### src/bpr_pkg.sv
// shared types and constants for the bitfield pixel unpacker
package bpr_pkg;

   localparam int unsigned CHANNELS  = 4;
   localparam int unsigned WORD_W    = 32;
   localparam int unsigned DIV_STEPS = 32;

   // csr register indexes
   localparam logic [2:0] REG_BPP   = 3'd0;
   localparam logic [2:0] REG_RED   = 3'd1;
   localparam logic [2:0] REG_GREEN = 3'd2;
   localparam logic [2:0] REG_BLUE  = 3'd3;
   localparam logic [2:0] REG_ALPHA = 3'd4;

   // how a channel result is formed at the end of the divider chain
   typedef enum logic [1:0] {
      CH_DIV  = 2'd0,
      CH_ZERO = 2'd1,
      CH_ONES = 2'd2,
      CH_PASS = 2'd3
   } kind_type;

   typedef struct packed {
      kind_type    kind;
      logic [31:0] num;
      logic [31:0] dvs;
      logic [31:0] rem;
      logic [7:0]  quo;
      logic [7:0]  raw8;
   } ch_type;

   typedef ch_type [CHANNELS-1:0] chv_type;

   typedef logic [CHANNELS-1:0][31:0] maskv_type;

endpackage

### src/bpr_front.sv
// front end: size cut, field decode, shift down and dividend forming
module bpr_front (
   input  logic              clock,
   input  logic              reset,
   input  logic [2:0]        bpp,
   input  bpr_pkg::maskv_type masks,
   input  logic              in_valid,
   output logic              in_ready,
   input  logic [31:0]       in_word,
   output logic              out_valid,
   input  logic              out_ready,
   output bpr_pkg::chv_type  out_ch
);
   import bpr_pkg::*;

   logic [2:0] vld_ff, vld_in;
   logic [2:0] adv;

   // stage one: masked word, lowest run and its shift
   logic [CHANNELS-1:0][31:0] mword_ff, mword_in;
   logic [CHANNELS-1:0][31:0] run_ff, run_in;
   logic [CHANNELS-1:0][4:0]  sh_ff, sh_in;
   // stage two: raw field and max
   logic [CHANNELS-1:0][31:0] raw_ff, raw_in;
   logic [CHANNELS-1:0][31:0] top_ff, top_in;
   kind_type [CHANNELS-1:0]   kind_ff, kind_in;
   // stage three: dividend
   chv_type ch_ff, ch_in;

   logic [31:0] word_cut;

   // stall chain, a stage moves when empty or when its successor takes it
   assign adv[2]    = !vld_ff[2] || out_ready;
   assign adv[1]    = !vld_ff[1] || adv[2];
   assign adv[0]    = !vld_ff[0] || adv[1];
   assign in_ready  = adv[0];
   assign out_valid = vld_ff[2];
   assign out_ch    = ch_ff;

   always_comb begin
      vld_in[0] = adv[0] ? in_valid  : vld_ff[0];
      vld_in[1] = adv[1] ? vld_ff[0] : vld_ff[1];
      vld_in[2] = adv[2] ? vld_ff[1] : vld_ff[2];
   end

   // cut to stored pixel size
   always_comb begin
      case (bpp) inside
         [3'd0:3'd2]: word_cut = {16'h0, in_word[15:0]};
         3'd3:        word_cut = {8'h0, in_word[23:0]};
         default:     word_cut = in_word;
      endcase
   end

   // lowest run of ones and trailing zero count
   always_comb begin
      logic [31:0] low;
      for (int c = 0; c < CHANNELS; c++) begin
         low         = masks[c] & (~masks[c] + 32'd1);
         run_in[c]   = masks[c] & ~(masks[c] + low);
         mword_in[c] = word_cut & masks[c];
         sh_in[c]    = 5'd0;
         for (int j = 0; j < WORD_W; j++) begin
            if (low[j]) sh_in[c] = sh_in[c] | j[4:0];
         end
      end
   end

   // shift field and max down
   always_comb begin
      for (int c = 0; c < CHANNELS; c++) begin
         raw_in[c] = mword_ff[c] >> sh_ff[c];
         top_in[c] = run_ff[c] >> sh_ff[c];
         if (top_in[c] == 32'h0)
            kind_in[c] = (c == CHANNELS - 1) ? CH_ONES : CH_ZERO;
         else if (top_in[c] == 32'hFF)
            kind_in[c] = CH_PASS;
         else
            kind_in[c] = CH_DIV;
      end
   end

   // raw*255 + max/2, wrapped to 32 bits
   always_comb begin
      for (int c = 0; c < CHANNELS; c++) begin
         ch_in[c].kind = kind_ff[c];
         ch_in[c].num  = (raw_ff[c] << 8) - raw_ff[c] + (top_ff[c] >> 1);
         ch_in[c].dvs  = top_ff[c];
         ch_in[c].rem  = 32'h0;
         ch_in[c].quo  = 8'h0;
         ch_in[c].raw8 = raw_ff[c][7:0];
      end
   end

   always_ff @(posedge clock) begin
      if (reset) begin
         vld_ff <= '0;
      end else begin
         vld_ff <= vld_in;
      end
   end

   always_ff @(posedge clock) begin
      if (adv[0]) begin
         mword_ff <= mword_in;
         run_ff   <= run_in;
         sh_ff    <= sh_in;
      end
      if (adv[1]) begin
         raw_ff  <= raw_in;
         top_ff  <= top_in;
         kind_ff <= kind_in;
      end
      if (adv[2]) begin
         ch_ff <= ch_in;
      end
   end

endmodule

### config.mk
export PLATFORM = sky130hd
export DESIGN_NAME = bpr_front
export DESIGN_NICKNAME = d
export VERILOG_FILES = /design/src/bpr_pkg.sv /design/src/bpr_front.sv
export SDC_FILE = /design/constraint.sdc
export NUM_CORES = 2
export LEC_CHECK = 0
export ABC_AREA = 1
export BUFFER_PORTS_ARGS = -buffer_cell sky130_fd_sc_hd__buf_2
export CAP_MARGIN = 20
export CORE_ASPECT_RATIO = 0.75
export CORE_MARGIN = 3
export CORE_UTILIZATION = 35
export DETAILED_ROUTE_END_ITERATION = 7
export PLACE_DENSITY = 0.61
export SLEW_MARGIN = 40
export SYNTH_ARGS = -nofsm -noshare
export SYNTH_HDL_FRONTEND = slang
export SYNTH_SLANG_ARGS = --single-unit
export TNS_END_PERCENT = 50
### constraint.sdc
create_clock -name clock -period 47 [get_ports clock]
set_input_delay 4.7 -clock clock [delete_from_list [all_inputs] [get_ports clock]]
set_output_delay 4.7 -clock clock [all_outputs]
set_load 0.01 [all_outputs]
==> results by group <==
Finish
  • Share of cells above drive strength 1: 9.50%
  • P&R area growth vs syn: 11.2%
  • Multi-input gate area: 0.0286 mm^2
  • Nets: 8490
  • Post-route cell area: 0.0662 mm^2
  • Fillers: 17700
  • Util after Layout: 39.4%
  • Sequential Area: 0.0252 mm^2

Synthesis
  • Syn_area_per_cell: 7.69 um^2
  • EDFF count, synth: 836
  • Mapped Area: 0.0595 mm^2
  • #FFs+latches synth: 839
  • Sequential-to-total area share from yosys stat: 42.3%
  • Syn Inst Count: 7747
  • FFs w/ async S/R, synth: 0%
  • Post-synthesis cell type count: 67
  • Top FF cell, synth: edfxtp_1
  • Yosys warnings: 0

Global routing
  • Largest net degree at the start of global routing: 130
  • Vias in the first global route: 48700
  • Congestion Overflow GR: 0
  • Global-route wire length before repair: 308000 um
  • GRT Total Usage: 23.2%
  • Initial antenna violation count: 79

Min path
  • Hold Crit Class: reg2reg

Clocking
  • H-tree Lvls: 3
  • CTS tree: done
  • Post-CTS Setup Bufs: 0
  • Root buffer cell: clkbuf_16
  • Post-CTS Resized: 0
  • Clk slew on worst S/H paths: 0.06 ns
  • CTS buffer count: 91
  • Clk buf depth: 3
  • Clock sink count: 839
  • Clock latency on the worst-skew pair: 0.71 ns
  • CTS Hold Buffers Added: 0

STA
  • Worst-margin pin slew: 0.869 ns
  • Fin Clk Skew: 0.0189 ns
  • Max Clock Freq: 86.5 MHz
  • Final setup fails: 0
  • PnR worst setup slack: 35.44 ns
  • Final period util: 24.6%
  • Slew headroom: 40.6%
  • Minimum clock period after layout: 11.56 ns
  • Hold Fails Final Rpt: 0
  • Unrepaired setup endpoints after global routing: no
  • Setup TNS: 0 ns
  • Final max-slew violation count: 0

Critical path
  • CP peak stage delay: 0.64 ns
  • Critical path class: in2out
  • Worst-path fanout max: 53
  • CP delay by family, top: simple AND/OR/NAND/NOR gates
  • FF-to-FF setup slack: 43.42 ns
  • Crit-path cells: buf_2, inv_1, nand2_4, nor2_1, nand2_4, buf_2
  • CP arrival: 6.86 ns
  • Crit path buf inv count: 3
  • Worst setup SP type: input port
  • Required time of the critical path: 42.30 ns
  • Worst setup EP type: output port
  • Critical-path top delay cell: nor2_1

Routing
  • Iteration-0 DRC Markers: 5391
  • DRT Wirelength: 210000 um
  • Via count: 53200
  • First-pass iteration count of the detailed router: 8
  • Post-route ant nets: 0
  • Vias per cell: 5.11
  • DR WL/cell: 20.2 um
  • Residual DRC count: 0

Placement
  • Worst slack at placement: 35.39 ns
  • Dpl hpwl: 169000 um
  • Count of buffers from port buffering: 464
  • Gpl congestion: 0.964
  • Placement Cell Area: 0.0632 mm^2

Pwr
  • Peak supply drop: 25.5 uV
  • Power Total: 2.59 mW
  • Leak pwr: 32.2 nW
  • Power per standard cell area: 39.0 mW/mm^2

Flow run
  • Max Cap Viol: 0

Floorplan
  • Initial Util: 35.4%
  • Num rows: 130
  • Core footprint: 0.168 mm^2
  • Die area: 0.175 mm^2
  • Io pins: 625
  • Die W: 482 um
  • Chip Height: 363 um

Run status
  • Status: finished clean
[logic make-up after synthesis]
group,Yosys count,share of synthesized area (%)
DFF,839,42.3
other,1,0.00630
adders and majority gates,248,6.42
buffers and inverters,1484,10.8
AOI/OAI and AO/OA,970,9.42
and+or+nand+nor,4065,29.0
muxes,22,0.370
xor gates and xnor gates,118,1.74
[layout make-up]
class	count	share of cell area (%)
clock buffers	109	3.60
repair buffers	507	4.04
clock inverters	54	0.865
multi-input cells	5583	43.1
diodes	27	0.102
inverters	1053	6.00
flip-flops and latches	839	38.0
well taps	2244	4.24
[metrics by stage]
stage	std cells	hold WS, ns
CTS	10400	0.425
global placement	10200	0.408
global route	10400	0.442
detailed placement	10200	0.414
floorplan	7906	0.400
finish	10400	0.425
[state kept, by name, indices dropped and copies added (netlist names)]
| register | cells |
|---|---|
| out_ch | 296 |
| ch_in | 168 |
| mword_ff | 128 |
| run_ff | 128 |
| raw_ff | 96 |
| sh_ff | 20 |
| vld_ff | 3 |
[final timing paths]
path,cells after the start,endpoint,from
max,6,in_ready,out_ready
min reg2reg,0,out_ch[276],ch_in[276]
min,0,out_ch[276],ch_in[276]
max reg2reg,5,run_ff[104],vld_ff[2]
[synth_stat cells (all sizes together), types with 2 or more instances]
master	n	share of area, %
a221oi	6	0.088
and3	4	0.042
nor4	14	0.15
nor2	824	5.6
a21o	31	0.39
o211ai	98	1.2
clkinv	6	0.038
a211oi	3	0.038
or2	20	0.21
dfxtp	3	0.10
a31oi	64	0.68
a2111oi	2	0.029
a21oi	221	1.9
buf	328	3.5
o22ai	34	0.36
o21a	6	0.076
xnor2	38	0.56
ha	152	3.2
a22oi	11	0.14
o21ai	427	3.6
fa	96	3.2
clkbuf	103	0.65
edfxtp	836	42
o221ai	11	0.16
nor3b	4	0.050
o31ai	10	0.13
nand3b	5	0.063
mux2i	22	0.37
inv	1047	6.6
o21bai	21	0.26
xor2	80	1.2
and2	4	0.042
o311ai	2	0.029
nand2	2122	14
nand4	68	0.71
o2111ai	5	0.074
nor3	59	0.50
nand3	939	8.0
a21boi	14	0.18
[placed cells by master (no fill, tap or decap), types with 34 or more instances in the layout]
cell type and n:
nand2_1 2093, inv_1 1025, nand3_1 928, edfxtp_1 836
nor2_1 778, buf_2 464, o21ai_0 392, a21oi_1 219
conb_1 160, ha_1 152, o211ai_1 98, fa_1 96
clkbuf_16 93, xor2_1 80, nand4_1 68, a31oi_1 63
nor3_1 58, xnor2_1 38, o22ai_1 34, buf_4 34
[metal layers]
metal | GRT usage [%] | part of all wire [%]
met1 | 34.2 | 46
met2 | 35.3 | 44
met3 | 3.31 | 6.6
met4 | 6.47 | 2.7
met5 | 0 | 0.021
[power by group]
part / internal [mW] / total, mW / switching (mW)
sequential: 0.969 / 1.02 / 0.0486
clock: 0.414 / 0.731 / 0.317
combinational: 0.285 / 0.837 / 0.552
total: 1.67 / 2.59 / 0.917
(Power assumes the default switching activity.)
