`src/bpr_pkg.sv`:
```
// shared types and constants for the bitfield pixel unpacker
package bpr_pkg;

   localparam int unsigned CHANNELS  = 4;
   localparam int unsigned WORD_W    = 32;
   localparam int unsigned DIV_STEPS = 32;

   // csr register indexes
   localparam logic [2:0] REG_BPP   = 3'd0;
   localparam logic [2:0] REG_RED   = 3'd1;
   localparam logic [2:0] REG_GREEN = 3'd2;
   localparam logic [2:0] REG_BLUE  = 3'd3;
   localparam logic [2:0] REG_ALPHA = 3'd4;

   // how a channel result is formed at the end of the divider chain
   typedef enum logic [1:0] {
      CH_DIV  = 2'd0,
      CH_ZERO = 2'd1,
      CH_ONES = 2'd2,
      CH_PASS = 2'd3
   } kind_type;

   typedef struct packed {
      kind_type    kind;
      logic [31:0] num;
      logic [31:0] dvs;
      logic [31:0] rem;
      logic [7:0]  quo;
      logic [7:0]  raw8;
   } ch_type;

   typedef ch_type [CHANNELS-1:0] chv_type;

   typedef logic [CHANNELS-1:0][31:0] maskv_type;

endpackage

```
`src/bpr_div_cell.sv`:
```
// one restoring divider step for all four channels
module bpr_div_cell (
   input  logic             clock,
   input  logic             reset,
   input  logic             in_valid,
   output logic             in_ready,
   input  bpr_pkg::chv_type in_ch,
   output logic             out_valid,
   input  logic             out_ready,
   output bpr_pkg::chv_type out_ch
);
   import bpr_pkg::*;

   logic    vld_ff, vld_in;
   chv_type ch_ff, ch_in;
   logic    adv;

   assign adv       = !vld_ff || out_ready;
   assign in_ready  = adv;
   assign out_valid = vld_ff;
   assign out_ch    = ch_ff;
   assign vld_in    = adv ? in_valid : vld_ff;

   // bring down the next dividend bit, subtract when it fits
   always_comb begin
      logic [32:0] part;
      logic [32:0] diff;
      for (int c = 0; c < CHANNELS; c++) begin
         part         = {in_ch[c].rem, in_ch[c].num[31]};
         diff         = part - {1'b0, in_ch[c].dvs};
         ch_in[c]     = in_ch[c];
         ch_in[c].num = {in_ch[c].num[30:0], 1'b0};
         if (!diff[32]) begin
            ch_in[c].rem = diff[31:0];
            ch_in[c].quo = {in_ch[c].quo[6:0], 1'b1};
         end else begin
            ch_in[c].rem = part[31:0];
            ch_in[c].quo = {in_ch[c].quo[6:0], 1'b0};
         end
      end
   end

   always_ff @(posedge clock) begin
      if (reset) begin
         vld_ff <= 1'b0;
      end else begin
         vld_ff <= vld_in;
      end
   end

   always_ff @(posedge clock) begin
      if (adv) begin
         ch_ff <= ch_in;
      end
   end

endmodule

```
`config.mk`:
```
export PLATFORM = sky130hd
export DESIGN_NAME = bpr_div_cell
export DESIGN_NICKNAME = d
export VERILOG_FILES = /design/src/bpr_pkg.sv /design/src/bpr_div_cell.sv
export SDC_FILE = /design/constraint.sdc
export NUM_CORES = 1
export LEC_CHECK = 0
export BUFFER_PORTS_ARGS = -buffer_cell sky130_fd_sc_hd__buf_2
export CAP_MARGIN = 40
export CORE_AREA = 2 2 361 363
export CTS_CLUSTER_DIAMETER = 200
export CTS_CLUSTER_SIZE = 25
export DETAILED_ROUTE_END_ITERATION = 10
export DIE_AREA = 0 0 363 365
export SYNTH_ARGS = -nofsm -noshare
export SYNTH_HDL_FRONTEND = slang
export SYNTH_SLANG_ARGS = --single-unit
```
`constraint.sdc`:
```
create_clock -name clock -period 20.3 [get_ports clock]
set_clock_uncertainty 0.2 [all_clocks]
set_input_delay 3.045 -clock clock [delete_from_list [all_inputs] [get_ports clock]]
set_output_delay 3.045 -clock clock [all_outputs]
set_load 0.01 [all_outputs]
```
==> flow_summary.ini, run 1 <==
[clock_tree]
hold_buffers = 0
cts_resized = 0
h-tree-depth = 1
cts-root-buf = clkbuf_16
clk_latency_ns = 0.64
cts_tree = done
post_cts_buffers = 0
cts_sinks = 453
cts-buffers-inserted = 22
clk_pin_slew_ns = 0.12
ctsLongestPathBuffers = 3

[logic_synthesis]
synthFlopType = edfxtp_1
synth_commonest_cells = 452 x edfxtp_1, 163 x inv_1, 128 x ha_1, 117 x a21oi_1, 87 x mux2_2
synth.largest_area_cell = edfxtp_1
yosys_warnings = 0
synth_cell_types = 69
yosys.area.top_type_share_pct = 61.8
synthCells = 1600
avgSynthCellArea_sq_um = 13.7
async_flop_share_pct = 0
synth.top_cells.by_area = edfxtp_1 62%, ha_1 7.3%, mux2_2 4.5%
synth_most_common_cell = edfxtp_1
ys_seq_area_share_pct = 61.8
syn_area_sq_um = 22000
synth-seq-cells = 453
synth-edff-count = 452

[setup_path]
timing.critical_path.from = in_ch[162]
crit_required_ns = 20.49
critPathCaptureType = flop
r2r_start = out_valid
critical_path_class = in2reg
reg2regPathDepth = 3
crit_arrival_ns = 7.46
r2r_slack_ns = 17.64
cp_max_fo = 19
cp-start-kind = input port
r2r_end = out_ch[108]
cp-endpoint = out_ch[135]

[floorplanning]
io_pins = 918
start_util_pct = 17.1
die_y_um = 365
design.die.area_sq_um = 132000
die_w_um = 363
coreArea_sq_um = 129000
rows = 132

[drt]
drc = 0
wirelength_um = 88400
postRouteAntennaNets = 0
vias = 16559
viasPerCell = 3.93
wl_per_cell_um = 21.0
drt-pass1-iter-count = 5
first_iter_violations = 967

[placed_design]
place_congestion = 0.890
numPortBuffers = 909
dp_hpwl_um = 73200

[outcome]
status = finished, final reports clean

[timing]
finalSetupViolations = 0
rsz0062_at_grt = no
slew_viol_final = 0
slew_headroom_pct = 28.7
period_share_pct = 35.8
clock.fmax_mhz = 138
tightestPinTransition_ns = 1.07
period_needed_ns = 7.27
tns_ns = 0
timing.final.hold_violations = 0

[finish]
layout.nets = 3107
num-fill-cells = 13812
drive_gt1_share_pct = 42.7
fin_util_pct = 22.7
syn_to_final_growth_pct = 33.1

[global_routing]
grt_pass1_vias = 16111
grt-ovfl-total = 0
grt_max_degree = 148
grt_pass1_wl_um = 118000
antenna_found_initial = 54
grt_use_total_pct = 12.5

[pwr]
ir_worst_vdd_mv = 0.0786
p_per_area_nw_per_um2 = 79.4
power.leakage_uw = 0.0130

[run]
cap_viol_max_count = 0

[worst_hold_path]
hold_path_class = reg2reg
worst max-delay path, cell delays in order:
cell and delay [ns]:
buf_2 0.12, ha_1 0.23, fa_1 0.42, nor2b_1 0.14, o21ai_1 0.08, a21oi_1 0.34, o311a_1 0.33, a31oi_1 0.17
a21oi_1 0.46, nand3_1 0.14, a31oi_1 0.36, a211oi_2 0.18, xnor2_4 0.63, buf_4 0.40, mux2_2 0.37
how the worst min path moves through the flow:
stage	slack (ns)	cells past startpoint	end	startpoint
3_3_place_gp	0.60	1	out_ch[86]	out_valid
2_1_floorplan	2.91	1	out_valid	reset
3_5_place_dp	0.60	1	out_ch[86]	out_valid
4_1_cts	0.63	1	out_ch[86]	out_valid
6_report	0.58	1	out_ch[86]	out_valid
5_1_grt	0.62	1	out_ch[86]	out_valid
report_power, final:
part	internal (uW)	total (uW)	switching, uW
Sequential	1150	1190	31.8
Combinational	255	597	342
Clock	203	541	338
cell usage in the layout, fill, tap and decap left out, types with 27 or more instances in the layout:
cell type and count:
a21o_1 73, a21oi_1 117, buf_2 910, edfxtp_1 452, ha_1 128, inv_1 163, mux2_2 87, mux2_4 27
nand2_1 53, nand3_1 27, nor2_1 51, o21ai_0 60, xnor2_1 76, xor2_1 35
kinds of logic after synthesis:
logic type               synth area share [%]
flip-flops                               61.8
other                                  0.0171
multiplexers                             6.90
AO/OA/AOI/OAI                            9.95
XOR/XNOR                                 4.65
buffers and inverters                    3.62
adder cells (fa/ha/maj)                  7.65
AND/OR/NAND/NOR                          5.37
metal layers:
metal / share of wire, % / track usage (%) / up-vias / wire [um]
met5: 0.34 / 0 / - / 304
li1: - / - / 7752 / -
met3: 13 / 6.34 / 118 / 11300
met1: 38 / 14.8 / 7968 / 33900
met2: 46 / 19.8 / 675 / 40400
met4: 2.9 / 3.37 / 46 / 2540
state kept, by name (all words and copies together), names as in the netlist:
signal     flops
out_valid      1
out_ch       452
final cells by class:
class | instances | area (sq um) | share of cell area (%)
flip-flops and latches | 453 | 13600 | 46.5
diodes | 14 | 35.0 | 0.120
repair buffers | 920 | 4660 | 15.9
multi-input cells | 955 | 7640 | 26.1
well taps | 1675 | 2100 | 7.16
inverters | 163 | 612 | 2.09
clock buffers | 27 | 569 | 1.95
clock inverters | 4 | 43.8 | 0.150
stage by stage:
step	cells	setup WS (ns)	area [sq um]	power, uW	hold WS (ns)
6_report	4211	13.03	29300	2320	0.576
5_1_grt	4199	12.69	29200	2440	0.617
4_1_cts	4197	12.88	29200	2370	0.634
3_5_place_dp	4166	12.20	28600	1810	0.602
3_3_place_gp	4164	11.99	28600	1800	0.596
2_1_floorplan	1603	3.15	22000	1560	2.91
Power figures use the tool's default switching activity.
==> run 2, diff against run 1 <==
- ABC_AREA: not set -> 1
- clock period: 20.3 -> 6.8 ns (I/O delays scaled with it)
==> run 2 against run 1 <==
Sequential share of layout area is 5.8 points lower. Critical path depth is the same. Global-route usage up 1.7 points. Hold slack worse by 0.22 ns. Cell count grew 38%. Synthesized cell count increased by 100%. Design area rose by 14%. Worst setup slack got worse by 9.5 ns. Core utilization up 3.2 points. First-iteration DRC count is 66% higher. Sequential power rose to 3.0 times the previous value. Largest power group unchanged. Total power grew to 3.0 times the previous value.
==> flow_summary.ini, run 2 <==
[drt]
first_iter_violations = 1609
drc = 0
postRouteAntennaNets = 0
vias = 23489
drt-pass1-iter-count = 7
wirelength_um = 100000
wl_per_cell_um = 17.3
viasPerCell = 4.05

[floorplanning]
start_util_pct = 20.4
die_y_um = 365
io_pins = 918
design.die.area_sq_um = 132000
coreArea_sq_um = 129000
rows = 132
die_w_um = 363

[clock_tree]
cts-root-buf = clkbuf_16
cts_sinks = 453
hold_buffers = 0
cts-buffers-inserted = 22
cts_tree = done
clk_pin_slew_ns = 0.11
h-tree-depth = 1
cts_resized = 0
ctsLongestPathBuffers = 3
post_cts_buffers = 0
clk_latency_ns = 0.61

[setup_path]
timing.critical_path.from = in_ch[162]
cpMostUsedCell = nand2_1
crit_required_ns = 6.97
critPathMaxStageDelay_ns = 0.43
critical_path_class = in2reg
crit_arrival_ns = 3.46
cp-start-kind = input port
r2r_slack_ns = 4.57
worstPathCellList = buf_2, ha_1, fa_1, inv_1, nand2_1, nand2_1, nand3_1, nand2_2, nand2_1, nand2_2, nand2_2, nand3_1, nand2_2, nand2_1, nand2_1
crit_family = simple AND/OR/NAND/NOR gates
crit_cells = 15
reg2regPathDepth = 2
cp_max_fo = 33
worst-path-buf-inv = 2
r2r_start = out_valid
cp_slowest_cell = nand2_2
critPathCaptureType = flop
r2r_end = out_ch[347]
cp-endpoint = out_ch[144]

[worst_hold_path]
hold_path_class = in2reg
hold_depth = 1

[finish]
fin_util_pct = 25.9
drive_gt1_share_pct = 24.3
fin_cells = 5795
num-fill-cells = 14094
layout.nets = 4699
multi_input_area_sq_um = 10000
register_area_sq_um = 13600
final_common_cell = nand2_1
final_cell_mix = 1332 x nand2_1, 909 x buf_2, 640 x inv_1, 452 x edfxtp_1, 153 x nor2_1
syn_to_final_growth_pct = 26.9
largest_reg_flops = 452

[timing]
timing.final.hold_violations = 0
period_share_pct = 48.4
slew_headroom_pct = 34.2
finalWorstSetupSlack_ns = 3.51
finalSetupViolations = 0
slew_viol_final = 0
clock.fmax_mhz = 304
tns_ns = 0
rsz0062_at_grt = no
period_needed_ns = 3.29
tightestPinTransition_ns = 0.987

[pwr]
p_per_area_nw_per_um2 = 210
ir_worst_vdd_mv = 0.209
power.leakage_uw = 0.0179
total_power_uw = 7020

[global_routing]
grt_pass1_wl_um = 142000
grt_pass1_vias = 21986
grt_max_degree = 149
grt_use_total_pct = 14.2
grt-ovfl-total = 0
antenna_found_initial = 28

[logic_synthesis]
yosys_warnings = 0
syn_area_sq_um = 26300
synth_fa_ha_area_share_pct = 6.39
avgSynthCellArea_sq_um = 8.23
synth_commonest_cells = 1333 x nand2_1, 640 x inv_1, 452 x edfxtp_1, 153 x nor2_1, 130 x nand3_1
ys_seq_area_share_pct = 51.7
synth.top_cells.by_area = edfxtp_1 52%, nand2_1 19%, inv_1 9.1%
synth_most_common_cell = nand2_1
yosys.area.top_type_share_pct = 51.6
synthCells = 3194
synth_cell_types = 30
synthFlopType = edfxtp_1
synth-edff-count = 452
synth-simple-area-share_pct = 26.8
synth_xor_xnor_area_share_pct = 2.00
synth-seq-cells = 453
async_flop_share_pct = 0
synth_compound_area_share_pct = 2.80
synth_top_family_by_area = simple AND/OR/NAND/NOR gates
synth_mux_area_share_pct = 0
synth.largest_area_cell = edfxtp_1

[placed_design]
numPortBuffers = 909
numPlacedInstances = 5758
place_congestion = 0.947
dp_hpwl_um = 84900
place_ws_ns = 2.90

[run]
cap_viol_max_count = 0

[outcome]
status = finished, final reports clean
run 2: cell count changes after synthesis, moves of 21 or more:
cell	change
nand2_1	+1280
xor2_1	+21
o21ai_0	-54
a21oi_1	-24
nor2_1	+102
mux2_4	-27
xnor2_1	-72
inv_1	+477
nand3_1	+103
nand2_2	+41
mux2_2	-87
nor2b_1	-22
a21o_1	-70
run 2: kinds of logic (layout without fill, tap and decap cells):
logic type      after synthesis  count (layout)
fa+ha+maj                   132             132
other cells                   1               9
xor+xnor                     60              60
buf+inv                     670            1588
simple gates               1748            1748
compound gates              130             130
flops                       453             453
run 2: metal layers:
metal	up-vias	track usage [%]	part of all wire (%)
met4	18	3.55	2.1
li1	11735	-	-
met2	751	24.2	48
met3	92	2.56	6.7
met5	-	0	0.12
met1	10893	18.5	43
run 2: how the worst min path moves through the flow:
stage	slack, ns	end	startpoint
floorplan	0.89	out_valid	reset
global placement	0.73	out_valid	out_valid
detailed placement	0.74	out_valid	out_valid
CTS	0.31	out_ch[0]	in_ch[0]
global route	0.30	out_ch[118]	in_ch[118]
finish	0.36	out_ch[0]	in_ch[0]
run 2: stage by stage:
stage	hold WS [ns]	cell area [sq um]
after floorplan	0.889	26300
after global placement	0.729	32700
after detailed placement	0.741	32700
after CTS	0.309	33400
after global routing	0.304	33400
final	0.359	33400
run 2: report_power, final:
group          total, uW  leakage, uW  internal, uW  switching [uW]
clock network       1560     0.000304           631             931
registers           3520      0.00474          3420             101
logic               1940       0.0129           656            1280
total               7020       0.0179          4700            2310
run 2: area by class of cell:
type / instances / share of cell area, %
Inverter: 642 / 7.22
Multi-Input combinational cell: 2074 / 30.0
Timing Repair Buffer: 914 / 13.8
Antenna cell: 5 / 0.0375
Clock inverter: 1 / 0.0899
Tap cell: 1675 / 6.28
Sequential cell: 453 / 40.7
Clock buffer: 31 / 1.81
==> run 3, diff against run 2 <==
- clock period: 6.8 -> 3.1 ns (I/O delays scaled with it)
==> run 3 against run 2 <==
Wire length grew 9.5%. Critical path type unchanged. Count of clock-buffer cells in the layout increased by 1. Sequential power is 120% higher. Sequential share of layout area is 5.2 points lower. Largest power group unchanged. Total power is 130% higher. Cell count rose by 8.6%. Die area unchanged. Worst setup slack worse by 3.4 ns. Largest cell class unchanged. Non-clock buffer count rose by 493.
==> flow_summary.ini, run 3 (synthesis results as in run 2) <==
[outcome]
status = finished, final reports clean

[placed_design]
dp_hpwl_um = 89400
place_congestion = 0.934
numPortBuffers = 909

[finish]
drive_gt1_share_pct = 22.7
largest_reg_flops = 452
syn_to_final_growth_pct = 45.6
multi_input_area_sq_um = 10000
final_cell_mix = 1332 x nand2_1, 909 x buf_2, 640 x inv_1, 452 x edfxtp_1, 448 x dlygate4sd3_1
num-fill-cells = 13607
fin_util_pct = 29.8
layout.nets = 5192
final_common_cell = nand2_1
register_area_sq_um = 13600

[floorplanning]
design.die.area_sq_um = 132000
die_y_um = 365
coreArea_sq_um = 129000
io_pins = 918
rows = 132
die_w_um = 363
start_util_pct = 20.4

[global_routing]
grt_pass1_vias = 25598
grt_pass1_wl_um = 156000
grt-ovfl-total = 0
antenna_found_initial = 29
grt_use_total_pct = 15.6
grt_max_degree = 71

[setup_path]
worstPathCellList = dlygate4sd3_1, buf_2, ha_1, fa_1, inv_1, nand2_1, nand2_1, nand3_1, nand2_2, nand2_1, nand2_2, nand2_2, nand3_1, nand2_2, buf_12, nand2_1, nand2_1
critical_path_class = in2reg
critPathMaxStageDelay_ns = 0.61
crit_arrival_ns = 3.15
cp_slowest_cell = dlygate4sd3_1
critPathCaptureType = flop
worst-path-buf-inv = 4
cpMostUsedCell = nand2_1
cp_max_fo = 29
crit_family = buffers and inverters
crit_required_ns = 3.28
cp-start-kind = input port

[timing]
clock.fmax_mhz = 336
slew_headroom_pct = 56.1
timing.final.hold_violations = 0
period_share_pct = 95.9
period_needed_ns = 2.97
rsz0062_at_grt = no
slew_viol_final = 0
tightestPinTransition_ns = 0.659
tns_ns = 0
finalSetupViolations = 0

[clock_tree]
clk_pin_slew_ns = 0.10
cts-buffers-inserted = 22
post_cts_buffers = 0
hold_buffers = 448
cts-root-buf = clkbuf_16
cts_resized = 0
h-tree-depth = 1
clk_latency_ns = 0.63
cts_tree = done
ctsLongestPathBuffers = 3
cts_sinks = 453

[drt]
wirelength_um = 110000
wl_per_cell_um = 17.5
vias = 25671
drt-pass1-iter-count = 6
viasPerCell = 4.08
drc = 0
first_iter_violations = 1747
postRouteAntennaNets = 0

[pwr]
p_per_area_nw_per_um2 = 420
p_int_uw = 10700
p_sw_uw = 5330
p_sw_share_pct = 33.2
ir_worst_vdd_mv = 0.524
comb_power_share_pct = 30.5
power.leakage_uw = 0.0200
pwr-share-seq_pct = 47.9
p_clk_share_pct = 21.6

[worst_hold_path]
hold_path_class = in2reg

[run]
cap_viol_max_count = 0
## run 3: changes by cell type in the layout (fill, tap and decap cells not counted), sizes merged
cell | before | now
clkbuf | 31 | 32
dlygate4sd3 | 0 | 448
clkinv | 1 | 3
diode | 5 | 8
buf | 914 | 959
## run 3: worst paths after layout
kind / from / endpoint / slack [ns] / depth (start not counted)
setup / recovery: in_ch[48] / out_ch[46] / 0.13 / 17
hold / removal: in_valid / out_valid / 0.02 / 3
setup reg to reg: out_valid / out_ch[275] / 1.15 / 2
hold reg to reg: out_valid / out_ch[344] / 0.95 / 1
## run 3: final cells by class
cell class                 instances  area share [%]
antenna                            8          0.0523
clock buffer                      32            1.54
clock inverter                     3           0.127
inverter                         642            6.29
multi-input combinational       2074            26.2
sequential                       453            35.5
tap                             1675            5.47
timing repair buffer            1407            24.9
## run 3: power groups by stage
stage | logic (uW) | registers [uW] | clock network (uW)
after floorplan | 2090 | 8170 | 0
after global placement | 4400 | 7840 | 0
after detailed placement | 4410 | 7840 | 0
after CTS | 4900 | 7710 | 3680
after global routing | 5400 | 7770 | 3800
final | 4900 | 7710 | 3470
## run 3: worst min-delay path: stages
cell and delay [ns]:
buf_2 0.08, inv_1 0.11, a21oi_1 0.16
## run 3: layer usage
metal  vias up  wire [um]  track usage (%)
li1      12744          -                -
met1     11833      46100             19.6
met2       932      51300             26.2
met3       146       8730             3.71
met4        16       3640             5.17
met5         -        102                0
## run 3: through the flow
step	cells	hold WS (ns)	total power, uW	area [sq um]	worst slack [ns]
4_1_cts	6286	0.000727	16300	38300	0.195
2_1_floorplan	3197	0.334	10300	26300	0.146
6_report	6294	0.0169	16100	38300	0.126
3_3_place_gp	5803	0.441	12200	33200	0.147
5_1_grt	6292	0.0265	17000	38300	0.00191
3_5_place_dp	5803	0.436	12300	33200	0.125
